$ cat src/hw/rtl/ffe_pkg.sv
// Shared types, constants and helpers of the framebuffer fill engine.
`default_nettype none

package ffe_pkg;

   // Screen limits used for clipping
   localparam int MAX_WIDTH  = 4096;
   localparam int MAX_HEIGHT = 4096;

   // Field widths
   localparam int COORD_W  = 13;          // column / row counters
   localparam int STRIDE_W = 14;
   localparam int OFFSET_W = 26;
   localparam int COLOR_W  = 24;
   localparam int CHAN_W   = 8;

   // Gradient division: |diff| (8 bits) times row (13 bits), over a 13-bit denominator
   localparam int PROD_W    = CHAN_W + COORD_W;
   localparam int DIV_STEPS = PROD_W;
   localparam int DIV_CNT_W = $clog2(DIV_STEPS + 1);

   typedef enum logic [2:0] {
      OP_PUT   = 3'd0,
      OP_FILL  = 3'd1,
      OP_CLEAR = 3'd2,
      OP_GRAD  = 3'd3,
      OP_TICK  = 3'd4
   } op_type;

   typedef enum logic [1:0] {
      KIND_PUT   = 2'd0,
      KIND_FILL  = 2'd1,
      KIND_CLEAR = 2'd2,
      KIND_GRAD  = 2'd3
   } kind_type;

   typedef enum logic [1:0] {
      CSR_WIDTH  = 2'd0,
      CSR_HEIGHT = 2'd1,
      CSR_STRIDE = 2'd2,
      CSR_SWAP   = 2'd3
   } csr_type;

   // Divider status toward the sequencer
   typedef struct packed {
      logic busy;
      logic done;
   } div_status_type;

   // 0xRRGGBB to memory byte order
   function automatic logic [COLOR_W-1:0] native_of(input logic [COLOR_W-1:0] rgb,
                                                    input logic swap);
      if (swap) begin
         return {rgb[7:0], rgb[15:8], rgb[23:16]};
      end
      return rgb;
   endfunction

endpackage

`default_nettype wire

$ cat src/hw/rtl/ffe_divider.sv
// Restoring unsigned divider, one quotient bit per cycle.
`default_nettype none

module ffe_divider
   import ffe_pkg::*;
(
   input  wire logic                clock,
   input  wire logic                reset,
   input  wire logic                start,
   input  wire logic [PROD_W-1:0]   dividend,
   input  wire logic [COORD_W-1:0]  divisor,
   output div_status_type           status,
   output logic [PROD_W-1:0]        quotient
);

   logic [COORD_W-1:0]   rem_ff;
   logic [PROD_W-1:0]    quo_ff;
   logic [COORD_W-1:0]   den_ff;
   logic [DIV_CNT_W-1:0] cnt_ff;
   logic                 busy_ff;
   logic                 done_ff;

   logic [COORD_W:0]     shifted;
   logic [COORD_W+1:0]   trial;

   // Shift in the next dividend bit and try a subtract
   assign shifted = {rem_ff, quo_ff[PROD_W-1]};
   assign trial   = {1'b0, shifted} - {2'b00, den_ff};

   always_ff @(posedge clock) begin
      if (reset) begin
         busy_ff <= 1'b0;
         done_ff <= 1'b0;
      end else begin
         done_ff <= 1'b0;
         if (start) begin
            rem_ff  <= '0;
            quo_ff  <= dividend;
            den_ff  <= divisor;
            cnt_ff  <= DIV_CNT_W'(DIV_STEPS);
            busy_ff <= 1'b1;
         end else if (busy_ff) begin
            if (!trial[COORD_W+1]) begin
               rem_ff <= trial[COORD_W-1:0];
               quo_ff <= {quo_ff[PROD_W-2:0], 1'b1};
            end else begin
               rem_ff <= shifted[COORD_W-1:0];
               quo_ff <= {quo_ff[PROD_W-2:0], 1'b0};
            end
            cnt_ff <= cnt_ff - 1'b1;
            if (cnt_ff == DIV_CNT_W'(1)) begin
               busy_ff <= 1'b0;
               done_ff <= 1'b1;
            end
         end
      end
   end

   assign status   = {busy_ff, done_ff};
   assign quotient = quo_ff;

endmodule

`default_nettype wire

$ cat src/hw/rtl/framebuffer_fill_engine_unit.sv
// Framebuffer fill engine: command decode, clipping, pixel walk and gradient sequencer.
// A tick on a solid-colour job passes through the offset step, which registers its pixel write.
// A gradient tick runs red, green and blue in turn through one shared 21-step divider.
// A command loads its job registers and leaves the sequencer idle.
// The request side stalls while a tick is being worked on or its result waits.
// Synchronous active-high reset: idle, no job, screen 640x480, stride 640, no swap.
`default_nettype none

module framebuffer_fill_engine_unit
   import ffe_pkg::*;
(
   input  wire logic                 clock,
   input  wire logic                 reset,
   // command / tick channel
   input  wire logic                 req_valid,
   output logic                      req_stall,
   input  wire logic [2:0]           req_op,
   input  wire logic [11:0]          req_pos_x,
   input  wire logic [11:0]          req_pos_y,
   input  wire logic [11:0]          req_rect_width,
   input  wire logic [11:0]          req_rect_height,
   input  wire logic [COLOR_W-1:0]   req_color,
   input  wire logic [COLOR_W-1:0]   req_second_color,
   // pixel write channel
   output logic                      rsp_valid,
   input  wire logic                 rsp_stall,
   output logic [OFFSET_W-1:0]       rsp_pixel_offset,
   output logic [COLOR_W-1:0]        rsp_pixel_value,
   output logic                      rsp_last,
   // register writes
   input  wire logic                 csr_write,
   input  wire logic [1:0]           csr_index,
   input  wire logic [STRIDE_W-1:0]  csr_wdata
);

   typedef enum logic [2:0] {
      ST_IDLE,
      ST_OFFSET,
      ST_PREP,
      ST_START,
      ST_WAIT
   } state_type;

   // registers and next values
   state_type          state_ff,  state_in;
   logic [COORD_W-1:0] scr_w_ff, scr_w_in, scr_h_ff, scr_h_in;
   logic [STRIDE_W-1:0] stride_ff, stride_in;
   logic               swap_ff, swap_in;
   logic               active_ff, active_in;
   kind_type           kind_ff, kind_in;
   logic [COORD_W-1:0] cur_col_ff, cur_col_in, cur_row_ff, cur_row_in;
   logic [COORD_W-1:0] start_col_ff, start_col_in, end_col_ff, end_col_in;
   logic [COORD_W-1:0] end_row_ff, end_row_in;
   logic [COLOR_W-1:0] fill_ff, fill_in, top_ff, top_in, bot_ff, bot_in;
   logic [COORD_W-1:0] work_col_ff, work_col_in, work_row_ff, work_row_in;
   logic               work_last_ff, work_last_in, work_grad_ff, work_grad_in;
   logic [OFFSET_W-1:0] off_ff, off_in;
   logic [1:0]         chan_ff, chan_in;
   logic [COLOR_W-1:0] grad_ff, grad_in;
   logic [PROD_W-1:0]  prod_ff, prod_in;
   logic               neg_ff, neg_in;
   logic               rsp_valid_ff, rsp_valid_in;
   logic [OFFSET_W-1:0] rsp_off_ff, rsp_off_in;
   logic [COLOR_W-1:0] rsp_val_ff, rsp_val_in;
   logic               rsp_last_ff, rsp_last_in;

   // combinational helpers
   logic               req_fire;
   logic [COORD_W-1:0] clip_w, clip_h, denom;
   logic [COORD_W-1:0] x0, y0, x1, y1, xe, ye;
   logic               new_job;
   kind_type           new_kind;
   logic [COORD_W:0]   col_next, row_next;
   logic               tick_last;
   logic [COORD_W+STRIDE_W-1:0] row_mul;
   logic [CHAN_W-1:0]  ch_top, ch_bot, ch_mag, ch_q, ch_val;
   logic [CHAN_W:0]    ch_diff;
   logic [COLOR_W-1:0] grad_rgb;
   logic               div_start;
   div_status_type     div_stat;
   logic [PROD_W-1:0]  div_quo;

   assign req_fire  = req_valid && !req_stall;
   assign req_stall = (state_ff != ST_IDLE) || (rsp_valid_ff && rsp_stall);

   // clip bounds and gradient denominator
   assign clip_w = (scr_w_ff > COORD_W'(MAX_WIDTH))  ? COORD_W'(MAX_WIDTH)  : scr_w_ff;
   assign clip_h = (scr_h_ff > COORD_W'(MAX_HEIGHT)) ? COORD_W'(MAX_HEIGHT) : scr_h_ff;
   assign denom  = (clip_h > COORD_W'(1)) ? clip_h - 1'b1 : COORD_W'(1);

   // rectangle end before clipping
   assign xe = {1'b0, req_pos_x} + {1'b0, req_rect_width};
   assign ye = {1'b0, req_pos_y} + {1'b0, req_rect_height};

   // walk position after this pixel
   assign col_next  = {1'b0, cur_col_ff} + 1'b1;
   assign row_next  = {1'b0, cur_row_ff} + 1'b1;
   assign tick_last = (col_next >= {1'b0, end_col_ff}) && (row_next >= {1'b0, end_row_ff});

   assign row_mul = work_row_ff * stride_ff;

   // gradient channel selection, red first
   always_comb begin
      unique case (chan_ff)
         2'd0: begin
            ch_top = top_ff[23:16];
            ch_bot = bot_ff[23:16];
         end
         2'd1: begin
            ch_top = top_ff[15:8];
            ch_bot = bot_ff[15:8];
         end
         default: begin
            ch_top = top_ff[7:0];
            ch_bot = bot_ff[7:0];
         end
      endcase
   end

   assign ch_diff = {1'b0, ch_bot} - {1'b0, ch_top};
   assign ch_mag  = ch_diff[CHAN_W] ? CHAN_W'(~ch_diff + 1'b1) : ch_diff[CHAN_W-1:0];
   // truncating unsigned quotient of the magnitude, kept to 8 bits; the sign is applied after
   assign ch_q    = div_quo[CHAN_W-1:0];
   assign ch_val  = neg_ff ? ch_top - ch_q : ch_top + ch_q;
   assign grad_rgb = {grad_ff[23:8], ch_val};

   assign div_start = (state_ff == ST_START);

   ffe_divider u_div (
      .clock    (clock),
      .reset    (reset),
      .start    (div_start),
      .dividend (prod_ff),
      .divisor  (denom),
      .status   (div_stat),
      .quotient (div_quo)
   );

   // command decode: bounds of a new job
   always_comb begin
      new_job  = 1'b0;
      new_kind = KIND_PUT;
      x0 = '0;
      y0 = '0;
      x1 = '0;
      y1 = '0;
      if (req_fire) begin
         unique case (req_op)
            OP_PUT: begin
               new_job  = 1'b1;
               new_kind = KIND_PUT;
               if (({1'b0, req_pos_x} < clip_w) && ({1'b0, req_pos_y} < clip_h)) begin
                  x0 = {1'b0, req_pos_x};
                  y0 = {1'b0, req_pos_y};
                  x1 = {1'b0, req_pos_x} + 1'b1;
                  y1 = {1'b0, req_pos_y} + 1'b1;
               end
            end
            OP_FILL: begin
               new_job  = 1'b1;
               new_kind = KIND_FILL;
               x0 = {1'b0, req_pos_x};
               y0 = {1'b0, req_pos_y};
               x1 = (xe > clip_w) ? clip_w : xe;
               y1 = (ye > clip_h) ? clip_h : ye;
            end
            OP_CLEAR: begin
               new_job  = 1'b1;
               new_kind = KIND_CLEAR;
               x1 = clip_w;
               y1 = clip_h;
            end
            OP_GRAD: begin
               new_job  = 1'b1;
               new_kind = KIND_GRAD;
               x1 = clip_w;
               y1 = clip_h;
            end
            default: begin
               new_job = 1'b0;
            end
         endcase
      end
   end

   // next-state logic
   always_comb begin
      state_in     = state_ff;
      scr_w_in     = scr_w_ff;
      scr_h_in     = scr_h_ff;
      stride_in    = stride_ff;
      swap_in      = swap_ff;
      active_in    = active_ff;
      kind_in      = kind_ff;
      cur_col_in   = cur_col_ff;
      cur_row_in   = cur_row_ff;
      start_col_in = start_col_ff;
      end_col_in   = end_col_ff;
      end_row_in   = end_row_ff;
      fill_in      = fill_ff;
      top_in       = top_ff;
      bot_in       = bot_ff;
      work_col_in  = work_col_ff;
      work_row_in  = work_row_ff;
      work_last_in = work_last_ff;
      work_grad_in = work_grad_ff;
      off_in       = off_ff;
      chan_in      = chan_ff;
      grad_in      = grad_ff;
      prod_in      = prod_ff;
      neg_in       = neg_ff;
      rsp_valid_in = rsp_valid_ff;
      rsp_off_in   = rsp_off_ff;
      rsp_val_in   = rsp_val_ff;
      rsp_last_in  = rsp_last_ff;

      // register writes
      if (csr_write) begin
         unique case (csr_index)
            CSR_WIDTH:  scr_w_in  = csr_wdata[COORD_W-1:0];
            CSR_HEIGHT: scr_h_in  = csr_wdata[COORD_W-1:0];
            CSR_STRIDE: stride_in = csr_wdata;
            default:    swap_in   = csr_wdata[0];
         endcase
      end

      // output register drains
      if (rsp_valid_ff && !rsp_stall) begin
         rsp_valid_in = 1'b0;
      end

      // job start
      if (new_job) begin
         kind_in      = new_kind;
         active_in    = (x0 < x1) && (y0 < y1);
         start_col_in = x0;
         cur_col_in   = x0;
         cur_row_in   = y0;
         end_col_in   = x1;
         end_row_in   = y1;
         if (new_kind == KIND_GRAD) begin
            top_in = req_color;
            bot_in = req_second_color;
         end else begin
            fill_in = native_of(req_color, swap_ff);
         end
      end

      unique case (state_ff)
         ST_IDLE: begin
            // tick on a running job: latch the pixel and step the walk
            if (req_fire && (req_op == OP_TICK) && active_ff) begin
               work_col_in  = cur_col_ff;
               work_row_in  = cur_row_ff;
               work_last_in = tick_last;
               work_grad_in = (kind_ff == KIND_GRAD);
               if (tick_last) begin
                  active_in = 1'b0;
               end else if (col_next >= {1'b0, end_col_ff}) begin
                  cur_col_in = start_col_ff;
                  cur_row_in = row_next[COORD_W-1:0];
               end else begin
                  cur_col_in = col_next[COORD_W-1:0];
               end
               state_in = ST_OFFSET;
            end
         end
         ST_OFFSET: begin
            off_in = row_mul[OFFSET_W-1:0] + {{(OFFSET_W-COORD_W){1'b0}}, work_col_ff};
            if (work_grad_ff) begin
               chan_in  = 2'd0;
               state_in = ST_PREP;
            end else begin
               rsp_valid_in = 1'b1;
               rsp_off_in   = row_mul[OFFSET_W-1:0]
                              + {{(OFFSET_W-COORD_W){1'b0}}, work_col_ff};
               rsp_val_in   = fill_ff;
               rsp_last_in  = work_last_ff;
               state_in     = ST_IDLE;
            end
         end
         ST_PREP: begin
            prod_in  = ch_mag * work_row_ff;
            neg_in   = ch_diff[CHAN_W];
            state_in = ST_START;
         end
         ST_START: begin
            state_in = ST_WAIT;
         end
         ST_WAIT: begin
            if (div_stat.done) begin
               unique case (chan_ff)
                  2'd0:    grad_in[23:16] = ch_val;
                  2'd1:    grad_in[15:8]  = ch_val;
                  default: grad_in[7:0]   = ch_val;
               endcase
               if (chan_ff == 2'd2) begin
                  rsp_valid_in = 1'b1;
                  rsp_off_in   = off_ff;
                  rsp_val_in   = native_of(grad_rgb, swap_ff);
                  rsp_last_in  = work_last_ff;
                  state_in     = ST_IDLE;
               end else begin
                  chan_in  = chan_ff + 1'b1;
                  state_in = ST_PREP;
               end
            end
         end
         default: begin
            state_in = ST_IDLE;
         end
      endcase
   end

   // state and registered outputs
   always_ff @(posedge clock) begin
      if (reset) begin
         state_ff     <= ST_IDLE;
         scr_w_ff     <= COORD_W'(640);
         scr_h_ff     <= COORD_W'(480);
         stride_ff    <= STRIDE_W'(640);
         swap_ff      <= 1'b0;
         active_ff    <= 1'b0;
         kind_ff      <= KIND_PUT;
         rsp_valid_ff <= 1'b0;
      end else begin
         state_ff     <= state_in;
         scr_w_ff     <= scr_w_in;
         scr_h_ff     <= scr_h_in;
         stride_ff    <= stride_in;
         swap_ff      <= swap_in;
         active_ff    <= active_in;
         kind_ff      <= kind_in;
         rsp_valid_ff <= rsp_valid_in;
      end
      cur_col_ff   <= cur_col_in;
      cur_row_ff   <= cur_row_in;
      start_col_ff <= start_col_in;
      end_col_ff   <= end_col_in;
      end_row_ff   <= end_row_in;
      fill_ff      <= fill_in;
      top_ff       <= top_in;
      bot_ff       <= bot_in;
      work_col_ff  <= work_col_in;
      work_row_ff  <= work_row_in;
      work_last_ff <= work_last_in;
      work_grad_ff <= work_grad_in;
      off_ff       <= off_in;
      chan_ff      <= chan_in;
      grad_ff      <= grad_in;
      prod_ff      <= prod_in;
      neg_ff       <= neg_in;
      rsp_off_ff   <= rsp_off_in;
      rsp_val_ff   <= rsp_val_in;
      rsp_last_ff  <= rsp_last_in;
   end

   assign rsp_valid        = rsp_valid_ff;
   assign rsp_pixel_offset = rsp_off_ff;
   assign rsp_pixel_value  = rsp_val_ff;
   assign rsp_last         = rsp_last_ff;

   // a new result only comes out of the offset or divider-wait step
   a_rsp_source: assert property (@(posedge clock) disable iff (reset)
      $rose(rsp_valid_ff) |-> ($past(state_ff) == ST_OFFSET || $past(state_ff) == ST_WAIT))
      else $error("result raised outside of a compute step");

   // the divider is never restarted while it is still iterating
   a_div_idle_start: assert property (@(posedge clock) disable iff (reset)
      div_start |-> !div_stat.busy)
      else $error("divider started while busy");

   // divider completion is only seen while the sequencer waits for it
   a_div_done_wait: assert property (@(posedge clock) disable iff (reset)
      div_stat.done |-> (state_ff == ST_WAIT))
      else $error("divider finished outside the wait step");

   // a command transfer never starts a compute sequence
   a_cmd_stays_idle: assert property (@(posedge clock) disable iff (reset)
      (req_fire && (req_op != OP_TICK)) |=> (state_ff == ST_IDLE))
      else $error("command transfer left the idle state");

endmodule

`default_nettype wire
$ cat config.mk
export PLATFORM = sky130hd
export DESIGN_NAME = framebuffer_fill_engine_unit
export DESIGN_NICKNAME = d
export VERILOG_FILES = /design/src/hw/rtl/ffe_pkg.sv /design/src/hw/rtl/ffe_divider.sv /design/src/hw/rtl/framebuffer_fill_engine_unit.sv
export SDC_FILE = /design/constraint.sdc
export NUM_CORES = 2
export LEC_CHECK = 0
export BUFFER_PORTS_ARGS = -buffer_cell sky130_fd_sc_hd__buf_2
export CORE_AREA = 2 2 278 280
export CTS_CLUSTER_SIZE = 12
export DETAILED_ROUTE_END_ITERATION = 16
export DIE_AREA = 0 0 280 282
export GPL_TIMING_DRIVEN = 0
export PLACE_DENSITY = 0.58
export SKIP_CTS_REPAIR_TIMING = 1
export SLEW_MARGIN = 30
export SYNTH_ARGS = -nofsm -noshare
export SYNTH_HDL_FRONTEND = slang
export SYNTH_SLANG_ARGS = --single-unit
$ cat constraint.sdc
create_clock -name clock -period 10.1 [get_ports clock]
set_input_delay 2.525 -clock clock [delete_from_list [all_inputs] [get_ports clock]]
set_output_delay 2.525 -clock clock [all_outputs]
set_load 0.01 [all_outputs]
==> results by group <==
Synth
  • Total of warnings raised by yosys: 0
  • Post-synthesis cell area: 30200 um^2
  • Syn Nets: 3685
  • Syn_area_per_cell: 9.85 um^2
  • Main synth FF type: edfxtp_1
  • Post-synth top area cell: edfxtp_1
  • Cell variety after synth: 76
  • Post-synth top area share: 0.305
  • Synthesized netlist cell count: 3069
  • Post-synth EDFFs: 307
  • Flop and latch count out of synthesis: 383
  • Seq/Total Area, Yosys: 0.355
  • Synth area leaders: edfxtp_1, fa_1, ha_1, nand2_1, dfxtp_1
  • Share of synthesized flip-flops with an asynchronous set or reset: 0

Clock tree
  • Clock Path Buffers: 3
  • CTS tree: yes
  • Clk sinks: 383
  • CTS H-tree lvls: 2
  • Worst-Skew Late Latency: 0.60 ns
  • Clock Pin Slew Worst Setup and Hold Paths: 0.06 ns
  • Root buf cell: clkbuf_16
  • Num CTS Buffers: 45

Timing
  • Worst Clk Skew: 0.0244 ns
  • RSZ-0062 raised after global routing: false
  • Final Cycle Share: 0.918
  • Relative slew slack: 0.313
  • Pins Over Slew Limit: 0
  • Final-report setup violation count: 0
  • Worst-Margin Slew: 1.03 ns
  • Highest clock rate: 108 MHz
  • Hold Vio Cnt, Final: 0
  • Period minus WS final: 9.27 ns
  • Fin Setup TNS: 0 ns

Layout
  • Fill count: 7266
  • Layout cell share with drive strength beyond 1: 0.0939
  • Final #Nets: 3915
  • Area Growth Syn to Fin: 12.5%
  • Fin util: 0.450

Global route
  • Total GRT Usage: 0.205
  • Antenna violations before repair: 4
  • Vias in the first global route: 22200
  • First-pass GRT wire length: 126000 um
  • Pin count of the biggest net entering global routing: 48
  • GRT overflow: 0

Setup path
  • CP arrival: 9.59 ns
  • Slowest-stage cell, CP: clkbuf_1
  • Buf/Inv on CP: 5
  • Worst Setup Start Kind: register
  • Worst path max stage delay: 0.63 ns
  • CP Data Required Time: 10.42 ns
  • CP most frequent cell: fa_1
  • CP Capture Type: register
  • CP top delay family: adder cells
  • Worst Path Max Fanout: 10
  • Critical path type: reg2reg

Die
  • IO Pins: 173
  • Core region area: 75700 um^2
  • Die X: 280 um
  • Die Y-Extent: 282 um
  • Row Count: 101
  • Die footprint: 79000 um^2
  • Starting density of the core: 0.400

Pwr
  • Leak: 14.9 nW
  • Total Power: 4.55 mW
  • Max IR drop VDD: 0.000107 V
  • P per Cell Area: 134 nW/um^2

Placed design
  • I/O Buffers: 171
  • GP Congestion: 0.934
  • Dpl hpwl: 64400 um

Drt
  • Via density: 5.23
  • Met1 Wirelength: 36900 um
  • Met2 WL: 37300 um
  • Met3 Wirelength: 4320 um
  • Post-Route WL: 80700 um
  • Routed wire per std cell: 18.7 um
  • Top Layer Used: met5
  • Via count: 22500
  • Initial DRC Count: 1661
  • First-pass DRT Iterations: 6
  • Detail Route Antenna Nets: 0
  • DRC viols: 0

Job
  • Max-Cap Viols: 0

Run status
  • Status: finished clean

Min path
  • Worst min-delay path class: reg2reg
[flip-flops by register name (all words and copies together) (netlist names), 14 cells and up]
signal	count
bot_ff	24
stride_ff	14
prod_ff	21
grad_ff	16
rsp_pixel_offset	26
top_ff	24
off_ff	26
fill_ff	24
u_div.quotient	21
rsp_pixel_value	24
[worst reg2reg max path: cells and delay by family (launching register included)]
family | cells | cell delay (ns)
AND/OR/NAND/NOR | 5 | 0.99
AO/OA/AOI/OAI | 10 | 2.44
adder cells (fa/ha/maj) | 8 | 3.29
buffers and inverters | 5 | 1.42
XOR/XNOR | 2 | 0.47
flip-flops | 1 | 0.38
[routing by layer]
| layer | vias to the layer above | track usage |
|---|---|---|
| met1 | 10900 | 0.284 |
| met5 | - | 0 |
| met4 | 4 | 0.0575 |
| li1 | 10900 | - |
| met3 | 128 | 0.0233 |
| met2 | 657 | 0.341 |
[final cells by class]
| class | instances | area (um^2) | area share |
|---|---|---|---|
| tap | 978 | 1220 | 0.0360 |
| antenna | 2 | 5.00 | 0.000147 |
| clock inverter | 22 | 250 | 0.00735 |
| multi-input combinational | 2225 | 17800 | 0.523 |
| sequential | 383 | 10700 | 0.316 |
| inverter | 342 | 1280 | 0.0377 |
| buffer | 119 | 470 | 0.0138 |
| clock buffer | 60 | 1220 | 0.0359 |
| timing repair buffer | 183 | 1040 | 0.0304 |
[power breakdown]
part | leakage (nW) | internal, mW | switching (mW)
sequential | 3.45 | 1.78 | 0.0304
combinational | 10.7 | 0.468 | 0.643
clock | 0.707 | 0.957 | 0.671
[cell usage in the layout (no fill, tap or decap), types with 13 or more instances in the layout]
cell type  count
mux2_2        24
fa_1         211
dfxtp_1       76
nand3b_1      14
nand2_1      488
nand2b_1      38
o21ai_0       76
a21o_1        29
xor2_1        47
clkbuf_16     45
nor2_1       143
buf_2        179
a21oi_1      150
o21a_1        13
edfxtp_1     307
xnor2_1      102
a31oi_1       22
nor2b_1       52
nor4_1        16
clkbuf_1     114
nand3_1       49
nor3_1        38
mux2i_1       45
and2_1       147
inv_1        341
ha_1         285
and3_1        22
a211oi_1      28
[final timing paths]
| path | end | cells after the start | startpoint | slack [ns] |
|---|---|---|---|---|
| hold / removal | rsp_last$_DFFE_PP_ | 0 | work_last_ff$_DFFE_PP_ | 0.42 |
| setup / recovery | prod_ff[20]$_DFFE_PP_ | 30 | chan_ff[0]$_SDFFCE_PN0P_ | 0.83 |
| setup reg to reg | prod_ff[20]$_DFFE_PP_ | 30 | chan_ff[0]$_SDFFCE_PN0P_ | 0.83 |
| hold reg to reg | rsp_last$_DFFE_PP_ | 0 | work_last_ff$_DFFE_PP_ | 0.42 |
[cell families after synthesis]
family,share of synthesized area
AND/OR/NAND/NOR,0.168
adder cells (fa/ha/maj),0.259
buffers and inverters,0.0579
AO/OA/AOI/OAI,0.0928
flip-flops,0.355
XOR/XNOR,0.0432
multiplexers,0.0238
[cells in the mapped netlist, types with 7 or more instances]
cell type,instances
o21a_1,13
mux2_2,24
nor3b_1,9
dfxtp_1,76
nand2_1,488
o31ai_1,11
nand3_1,49
nor2_1,147
clkbuf_1,104
a31oi_1,22
a21o_1,29
a21oi_1,150
edfxtp_1,307
xor2_1,47
a22o_1,12
xnor2_1,102
o211ai_1,7
o21bai_1,7
nor2b_1,52
fa_1,211
nor4_1,17
mux2i_1,45
buf_2,7
nor3_1,38
and3_1,22
or3_1,12
inv_1,342
and2_1,147
ha_1,285
nand3b_1,14
nand4_1,12
a211oi_1,28
nand2b_1,38
o21ai_0,76
[metrics by stage]
step,instance area [um^2],hold slack [ns],setup slack [ns],instances
detailed placement,32600,0.417,0.823,4230
global route,34000,0.431,0.210,4314
CTS,34000,0.420,0.747,4312
global placement,32300,0.401,-1.52,4218
floorplan,30200,0.400,2.60,3069
finish,34000,0.422,0.831,4314
(Power assumes the default switching activity.)
